===== src/rtl/nap_pkg.sv =====
// shared types and constants for the nesting-aware pattern search
package nap_pkg;

  localparam int PatternMax = 8;
  localparam int DepthBits  = 16;
  localparam int PosBits    = 16;
  localparam int PatIdxBits = (PatternMax > 1) ? $clog2(PatternMax) : 1;
  localparam int LenBits    = 4;
  localparam int CfgBits    = 64;

  localparam logic [7:0] ChParOpen  = 8'h28;
  localparam logic [7:0] ChParClose = 8'h29;
  localparam logic [7:0] ChSqOpen   = 8'h5b;
  localparam logic [7:0] ChSqClose  = 8'h5d;
  localparam logic [7:0] ChCuOpen   = 8'h7b;
  localparam logic [7:0] ChCuClose  = 8'h7d;
  localparam logic [7:0] ChDQuote   = 8'h22;
  localparam logic [7:0] ChSQuote   = 8'h27;
  localparam logic [7:0] ChEscape   = 8'h5c;

  typedef enum logic [2:0] {
    SKIP_TOP    = 3'd0,
    SKIP_PAREN  = 3'd1,
    SKIP_SQUARE = 3'd2,
    SKIP_CURLY  = 3'd3,
    SKIP_DQUOTE = 3'd4,
    SKIP_SQUOTE = 3'd5
  } skip_mode_e;

  typedef enum logic [1:0] {
    ST_FOUND    = 2'd0,
    ST_NONE     = 2'd1,
    ST_UNCLOSED = 2'd2,
    ST_OVERFLOW = 2'd3
  } status_e;

  typedef enum logic {
    CFG_PATTERN = 1'b0,
    CFG_LENGTH  = 1'b1
  } cfg_idx_e;

  typedef struct packed {
    logic advance;
    logic clear;
  } skip_ctrl_t;

  typedef struct packed {
    logic at_top;
    logic overflow;
    logic end_overflow;
    logic end_unclosed;
  } skip_stat_t;

  typedef struct packed {
    logic shift;
    logic clear;
  } win_ctrl_t;

endpackage


===== src/rtl/nesting_aware_pattern_search_core.sv =====
// top level: window cell chain, skip tracker, match bookkeeping and result register
// latency: the result is valid in the cycle after the transfer of the last text byte
// throughput: one text byte per cycle unless stalled; the cell chain compare is combinational
// input is stalled only while a finished result is held and the output is stalled
// reset clears all text state, empties the result register, pattern to zero and length to one
// after each result the text state returns to its reset value; registers are kept
module nesting_aware_pattern_search_core (
  input  logic                             clk_i,
  input  logic                             rst_ni,
  input  logic                             cfg_we_i,
  input  logic                             cfg_index_i,
  input  logic [nap_pkg::CfgBits-1:0]      cfg_data_i,
  input  logic                             in_valid_i,
  output logic                             in_stall_o,
  input  logic [7:0]                       text_byte_i,
  input  logic                             last_byte_i,
  output logic                             out_valid_o,
  input  logic                             out_stall_i,
  output logic [1:0]                       search_status_o,
  output logic [nap_pkg::PosBits-1:0]      match_offset_o
);
  import nap_pkg::*;

  logic [CfgBits-1:0] pat_q;
  logic [LenBits-1:0] len_q;
  logic [LenBits-1:0] len_eff;

  logic               accept, run, hit, win_hit, first_flag;
  skip_ctrl_t         skip_ctrl;
  skip_stat_t         skip_stat;
  win_ctrl_t          win_ctrl;

  logic [7:0]         cell_in_byte [PatternMax];
  logic               cell_in_flag [PatternMax];
  logic [7:0]         cell_byte    [PatternMax];
  logic               cell_flag    [PatternMax];
  logic [7:0]         cell_want    [PatternMax];
  logic               cell_used    [PatternMax];
  logic [PatternMax-1:0] cell_hit;

  logic [PosBits-1:0] pos_q, pos_d, start;
  logic               found_q, found_d, found_n;
  logic [PosBits-1:0] off_q, off_d, off_n;

  logic               out_valid_q, out_valid_d;
  status_e            status_q, status_d;
  logic [PosBits-1:0] res_off_q, res_off_d;

  // configuration registers
  always_ff @(posedge clk_i or negedge rst_ni) begin
    if (!rst_ni) begin
      pat_q <= '0;
      len_q <= LenBits'(1);
    end else if (cfg_we_i) begin
      case (cfg_idx_e'(cfg_index_i))
        CFG_PATTERN: pat_q <= cfg_data_i;
        CFG_LENGTH:  len_q <= cfg_data_i[LenBits-1:0];
        default:     pat_q <= pat_q;
      endcase
    end
  end

  assign len_eff = (len_q > LenBits'(PatternMax)) ? LenBits'(PatternMax) : len_q;

  assign in_stall_o = out_valid_q && out_stall_i;
  assign accept     = in_valid_i && !in_stall_o;

  // cell chain
  assign win_ctrl.shift = accept;
  assign win_ctrl.clear = accept && last_byte_i;

  for (genvar i = 0; i < PatternMax; i++) begin : g_cell
    logic [LenBits-1:0] want_idx;

    if (i == 0) begin : g_head
      assign cell_in_byte[i] = text_byte_i;
      assign cell_in_flag[i] = skip_stat.at_top;
    end else begin : g_link
      assign cell_in_byte[i] = cell_byte[i-1];
      assign cell_in_flag[i] = cell_flag[i-1];
    end

    assign want_idx     = len_eff - LenBits'(i + 1);
    assign cell_used[i] = (LenBits'(i) < len_eff);
    assign cell_want[i] = pat_q[8*want_idx[PatIdxBits-1:0] +: 8];

    nap_cell u_cell (
      .clk_i  (clk_i),
      .rst_ni (rst_ni),
      .ctrl_i (win_ctrl),
      .byte_i (cell_in_byte[i]),
      .flag_i (cell_in_flag[i]),
      .want_i (cell_want[i]),
      .used_i (cell_used[i]),
      .byte_o (cell_byte[i]),
      .flag_o (cell_flag[i]),
      .hit_o  (cell_hit[i])
    );
  end

  // top-level flag of the first byte of the candidate
  always_comb begin
    first_flag = 1'b0;
    for (int k = 0; k < PatternMax; k++) begin
      if (len_eff == LenBits'(k + 1)) first_flag = cell_in_flag[k];
    end
  end

  assign win_hit = &cell_hit;
  assign hit     = (len_eff == '0) ? skip_stat.at_top : (win_hit && first_flag);
  assign start   = (len_eff == '0) ? pos_q
                 : pos_q + PosBits'(1) - PosBits'(len_eff);

  assign run               = !found_q && !skip_stat.overflow;
  assign skip_ctrl.advance = accept && run && !hit;
  assign skip_ctrl.clear   = accept && last_byte_i;

  nap_skip u_skip (
    .clk_i  (clk_i),
    .rst_ni (rst_ni),
    .ctrl_i (skip_ctrl),
    .byte_i (text_byte_i),
    .stat_o (skip_stat)
  );

  // match bookkeeping
  always_comb begin
    found_n = found_q;
    off_n   = off_q;
    if (accept && run && hit) begin
      found_n = 1'b1;
      off_n   = start;
    end
    pos_d   = pos_q;
    found_d = found_n;
    off_d   = off_n;
    if (accept) begin
      if (last_byte_i) begin
        pos_d   = '0;
        found_d = 1'b0;
        off_d   = '0;
      end else begin
        pos_d = pos_q + PosBits'(1);
      end
    end
  end

  always_ff @(posedge clk_i or negedge rst_ni) begin
    if (!rst_ni) begin
      pos_q   <= '0;
      found_q <= 1'b0;
      off_q   <= '0;
    end else begin
      pos_q   <= pos_d;
      found_q <= found_d;
      off_q   <= off_d;
    end
  end

  // result register
  always_comb begin
    out_valid_d = out_valid_q;
    status_d    = status_q;
    res_off_d   = res_off_q;
    if (accept && last_byte_i) begin
      out_valid_d = 1'b1;
      res_off_d   = '0;
      if (found_n) begin
        status_d  = ST_FOUND;
        res_off_d = off_n;
      end else if (skip_stat.end_overflow) begin
        status_d = ST_OVERFLOW;
      end else if (skip_stat.end_unclosed) begin
        status_d = ST_UNCLOSED;
      end else begin
        status_d = ST_NONE;
      end
    end else if (!out_stall_i) begin
      out_valid_d = 1'b0;
    end
  end

  always_ff @(posedge clk_i or negedge rst_ni) begin
    if (!rst_ni) begin
      out_valid_q <= 1'b0;
    end else begin
      out_valid_q <= out_valid_d;
    end
  end

  always_ff @(posedge clk_i) begin
    status_q  <= status_d;
    res_off_q <= res_off_d;
  end

  assign out_valid_o     = out_valid_q;
  assign search_status_o = status_q;
  assign match_offset_o  = res_off_q;

endmodule


===== src/rtl/nap_cell.sv =====
// one window cell: holds a text byte and its top-level flag, compares the incoming byte
module nap_cell (
  input  logic              clk_i,
  input  logic              rst_ni,
  input  nap_pkg::win_ctrl_t ctrl_i,
  input  logic [7:0]        byte_i,
  input  logic              flag_i,
  input  logic [7:0]        want_i,
  input  logic              used_i,
  output logic [7:0]        byte_o,
  output logic              flag_o,
  output logic              hit_o
);
  import nap_pkg::*;

  logic [7:0] byte_q, byte_d;
  logic       flag_q, flag_d;

  always_comb begin
    byte_d = byte_q;
    flag_d = flag_q;
    if (ctrl_i.clear) begin
      byte_d = '0;
      flag_d = 1'b0;
    end else if (ctrl_i.shift) begin
      byte_d = byte_i;
      flag_d = flag_i;
    end
  end

  always_ff @(posedge clk_i or negedge rst_ni) begin
    if (!rst_ni) begin
      byte_q <= '0;
      flag_q <= 1'b0;
    end else begin
      byte_q <= byte_d;
      flag_q <= flag_d;
    end
  end

  // compare against the byte that moves in on this transfer
  assign hit_o  = !used_i || (byte_i == want_i);
  assign byte_o = byte_q;
  assign flag_o = flag_q;

endmodule


===== src/rtl/nap_skip.sv =====
// bracket and quote skip tracker with nesting depth and overflow flag
module nap_skip (
  input  logic                clk_i,
  input  logic                rst_ni,
  input  nap_pkg::skip_ctrl_t ctrl_i,
  input  logic [7:0]          byte_i,
  output nap_pkg::skip_stat_t stat_o
);
  import nap_pkg::*;

  skip_mode_e           mode_q, mode_d, mode_n;
  logic [DepthBits-1:0] depth_q, depth_d, depth_n;
  logic                 esc_q, esc_d, esc_n;
  logic                 ovf_q, ovf_d, ovf_n;
  logic [7:0]           opener, closer, quote;

  always_comb begin
    opener = ChParOpen;
    closer = ChParClose;
    quote  = ChDQuote;
    case (mode_q)
      SKIP_SQUARE: begin
        opener = ChSqOpen;
        closer = ChSqClose;
      end
      SKIP_CURLY: begin
        opener = ChCuOpen;
        closer = ChCuClose;
      end
      SKIP_SQUOTE: quote = ChSQuote;
      default: quote = ChDQuote;
    endcase
  end

  // state after this byte, before the end-of-text clear
  always_comb begin
    mode_n  = mode_q;
    depth_n = depth_q;
    esc_n   = esc_q;
    ovf_n   = ovf_q;
    if (ctrl_i.advance) begin
      case (mode_q)
        SKIP_TOP: begin
          if (byte_i == ChParOpen) begin
            mode_n  = SKIP_PAREN;
            depth_n = DepthBits'(1);
          end else if (byte_i == ChSqOpen) begin
            mode_n  = SKIP_SQUARE;
            depth_n = DepthBits'(1);
          end else if (byte_i == ChCuOpen) begin
            mode_n  = SKIP_CURLY;
            depth_n = DepthBits'(1);
          end else if (byte_i == ChDQuote) begin
            mode_n = SKIP_DQUOTE;
            esc_n  = 1'b0;
          end else if (byte_i == ChSQuote) begin
            mode_n = SKIP_SQUOTE;
            esc_n  = 1'b0;
          end
        end
        SKIP_PAREN, SKIP_SQUARE, SKIP_CURLY: begin
          if (byte_i == opener) begin
            if (&depth_q) ovf_n = 1'b1;
            else depth_n = depth_q + DepthBits'(1);
          end else if (byte_i == closer) begin
            if (depth_q <= DepthBits'(1)) begin
              depth_n = '0;
              mode_n  = SKIP_TOP;
            end else begin
              depth_n = depth_q - DepthBits'(1);
            end
          end
        end
        SKIP_DQUOTE, SKIP_SQUOTE: begin
          if (esc_q) esc_n = 1'b0;
          else if (byte_i == quote) mode_n = SKIP_TOP;
          else if (byte_i == ChEscape) esc_n = 1'b1;
        end
        default: begin
          mode_n  = SKIP_TOP;
          depth_n = '0;
          esc_n   = 1'b0;
        end
      endcase
    end
  end

  always_comb begin
    if (ctrl_i.clear) begin
      mode_d  = SKIP_TOP;
      depth_d = '0;
      esc_d   = 1'b0;
      ovf_d   = 1'b0;
    end else begin
      mode_d  = mode_n;
      depth_d = depth_n;
      esc_d   = esc_n;
      ovf_d   = ovf_n;
    end
  end

  always_ff @(posedge clk_i or negedge rst_ni) begin
    if (!rst_ni) begin
      mode_q  <= SKIP_TOP;
      depth_q <= '0;
      esc_q   <= 1'b0;
      ovf_q   <= 1'b0;
    end else begin
      mode_q  <= mode_d;
      depth_q <= depth_d;
      esc_q   <= esc_d;
      ovf_q   <= ovf_d;
    end
  end

  assign stat_o.at_top       = (mode_q == SKIP_TOP);
  assign stat_o.overflow     = ovf_q;
  assign stat_o.end_overflow = ovf_n;
  assign stat_o.end_unclosed = (mode_n != SKIP_TOP);

endmodule

===== config.mk =====
export PLATFORM = sky130hd
export DESIGN_NAME = nesting_aware_pattern_search_core
export DESIGN_NICKNAME = d
export VERILOG_FILES = /design/src/rtl/nap_pkg.sv /design/src/rtl/nesting_aware_pattern_search_core.sv /design/src/rtl/nap_cell.sv /design/src/rtl/nap_skip.sv
export SDC_FILE = /design/constraint.sdc
export NUM_CORES = 1
export LEC_CHECK = 0
export ABC_AREA = 1
export CELL_PAD_IN_SITES_DETAIL_PLACEMENT = 1
export CELL_PAD_IN_SITES_GLOBAL_PLACEMENT = 2
export CORE_AREA = 4 4 169 253
export CTS_BUF_LIST = sky130_fd_sc_hd__clkbuf_16
export DETAILED_ROUTE_END_ITERATION = 8
export DIE_AREA = 0 0 173 257
export DONT_BUFFER_PORTS = 1
export GPL_TIMING_DRIVEN = 0
export PLACE_DENSITY = 0.8
export SYNTH_ARGS = -nofsm -noshare
export SYNTH_HDL_FRONTEND = slang
export SYNTH_HIERARCHICAL = 1
export SYNTH_SLANG_ARGS = --single-unit

===== constraint.sdc =====
create_clock -name clk_i -period 5 [get_ports clk_i]
set_input_delay 1 -clock clk_i [delete_from_list [all_inputs] [get_ports clk_i]]
set_output_delay 1 -clock clk_i [all_outputs]
set_load 0.005 [all_outputs]

==> summary.md <==
| Metric | Value |
|---|---|
| Worst setup EP type | flip-flop |
| Fin worst setup slack | 364.1 ps |
| Drt initial violations | 526 |
| Hold_buf cts | 0 |
| Leakage | 0.007948 µW |
| Max-cap violations | 0 |
| Share of cells above drive strength 1 | 13.43% |
| Routed via count | 13490 |
| Initial antenna violation count | 0 |
| Initial Util | 35.59% |
| Layout fillers | 5191 |
| Crit Path Class | flip-flop to flip-flop |
| Drt wl/cell | 19.18 µm |
| First-pass GRT wire length | 81500 µm |
| Clock sink count | 204 |
| Max-slew violations | 0 |
| Max VDD drop | 0.2659 mV |
| Ys Warns | 6 |
| Critical Path AT | 5070 ps |
| Root Buffer Master | clkbuf_16 |
| Die extent in y | 257 µm |
| Commonest non-fill, non-tap cell in the layout | nand2_1 |
| CP Max Fanout | 14 |
| Startpoint types | flip-flop |
| IO Pins | 99 |
| Die Width | 173 µm |
| Final min period | 4636 ps |
| Layout overhead on the synthesized area | 12.29% |
| Num rows | 91 |
| DRC | 0 |
| Placed Cells | 2622 |
| Final hold violation count | 0 |
| Max-slew headroom | 29.80% |
| Worst slew pin tran | 1047 ps |
| N_diodes | 0 |
| Status | completed |
| Total grt overflow | 0 |
| Nets | 2235 |
| Finished Cell Area | 16290 µm² |
| Setup-failing EPs final | 0 |
| Crit path top cell by count | nand2_1 |
| Footprint of the multi-input gates | 7679 µm² |
| Post-DP Area | 15190 µm² |
| GRT Overall Usage | 22.86% |
| Core area | 40760 µm² |
| Post-DP HPWL | 40710 µm |
| H-tree Lvls | 1 |
| Most frequent cells in the layout | 620 x nand2_1, 337 x inv_1, 184 x dfrtp_1 |
| Max incr delay on CP | 370 ps |
| Post-route total power | 7436 µW |
| Pin count of the biggest net entering global routing | 187 |
| Clk slew on worst S/H paths | 60 ps |
| TritonCTS clock tree | yes |
| Mapped Cells | 2109 |
| Hold Path Class | input pin to asynchronous set/reset pin |
| Detail Route Antenna Nets | 0 |
| Clk_lat worst skew | 540 ps |
| Worst slack, placed | -1772 ps |
| Total routed wirelength | 51200 µm |
| Total die area | 44460 µm² |
| Syn nets | 2202 |
| Critical path required time | 5430 ps |
| Vias in the first global route | 14600 |
| Mean Syn Cell Area | 6.879 µm² |
| Port bufs | 0 |
| Final Non-Filler Cells | 2670 |
| CTS Buf Count | 23 |
| Fin Hold WS | 160.2 ps |
| Synthesized area | 14510 µm² |
| Fmax | 215.7 MHz |
| Drt via density | 5.053 |
| Final worst-path cycle share | 92.72% |
| GP Congestion | 0.8964 |
| PwrDens | 456.5 nW/µm² |
| Seq. cell area | 5197 µm² |
| Drt pass-1 iters | 5 |
| Clock buffer depth | 3 |
| Clk_skew | 9.980 ps |
| Crit-path slowest cell | dfrtp_1 |
sequential cells by signal, summed over array words and instances, names as in the netlist, 2 cells and up:
| register | flops |
|---|---|
| search_status_o | 2 |
| off_q | 16 |
| pos_q | 16 |
| match_offset_o | 16 |
| pat_q | 64 |
| u_skip/depth_q | 16 |
| u_skip/mode_q | 3 |
| len_q | 4 |
| g_cell.u_cell/byte_o | 56 |
| g_cell.u_cell/flag_o | 7 |
final cells by class:
cell class	count	share of cell area [%]
tap	511	3.925
clock inverter	19	1.429
buffer	82	3.210
clock buffer	23	3.533
inverter	355	8.218
sequential	204	31.90
multi-input combinational	1467	47.14
timing repair buffer	9	0.6452
per-layer routing:
metal | vias to the layer above | share of wire (%) | GRT usage, %
met5 | - | 0 | 0
met4 | 0 | 4.2 | 8.942
met3 | 83 | 2.3 | 2.410
met2 | 164 | 52 | 42.47
met1 | 6575 | 42 | 26.92
li1 | 6670 | - | -
per-stage QoR:
stage | util (%) | setup TNS [ps]
floorplan | - | 0
global placement | 37.16 | -63190
detailed placement | 37.26 | -65020
CTS | 39.78 | 0
global route | 39.97 | -7.037
finish | 39.97 | 0
timing repair:
| action | in CTS | in global routing |
|---|---|---|
| pin swaps | 2 | 3 |
| hold endpoints to repair | 0 | 0 |
| gates resized for setup | 99 | 23 |
| setup buffers | 4 | 3 |
| endpoints found under the setup margin | 56 | 18 |
path summary, 6_finish.rpt:
path                                           start                             to  slack, ps  depth (start not counted)
worst max-delay path            len_q[3]$_DFFE_PN0P_  u_skip/depth_q[0]$_DFFE_PN0P_        360                         33
worst min-delay path                          rst_ni          pat_q[26]$_DFFE_PN0P_        160                          0
worst max register to register  len_q[3]$_DFFE_PN0P_  u_skip/depth_q[0]$_DFFE_PN0P_        360                         33
worst min register to register  pat_q[3]$_DFFE_PN0P_           pat_q[3]$_DFFE_PN0P_        500                          2
max in group asynchronous                     rst_ni            off_q[13]$_DFF_PN0_       4370                          0
min in group clk_i              pat_q[3]$_DFFE_PN0P_           pat_q[3]$_DFFE_PN0P_        500                          2
report_power, final:
group	switching (µW)	internal, µW
clock network	748	1100
logic	2330	1150
registers	189	1920
critical path, delay by kind of cell (launching register included):
family | cells | cell delay (ps)
AO/OA/AOI/OAI | 4 | 890
buffers and inverters | 10 | 1450
flip-flops | 1 | 370
AND/OR/NAND/NOR | 19 | 1820
Power figures use the tool's default switching activity.
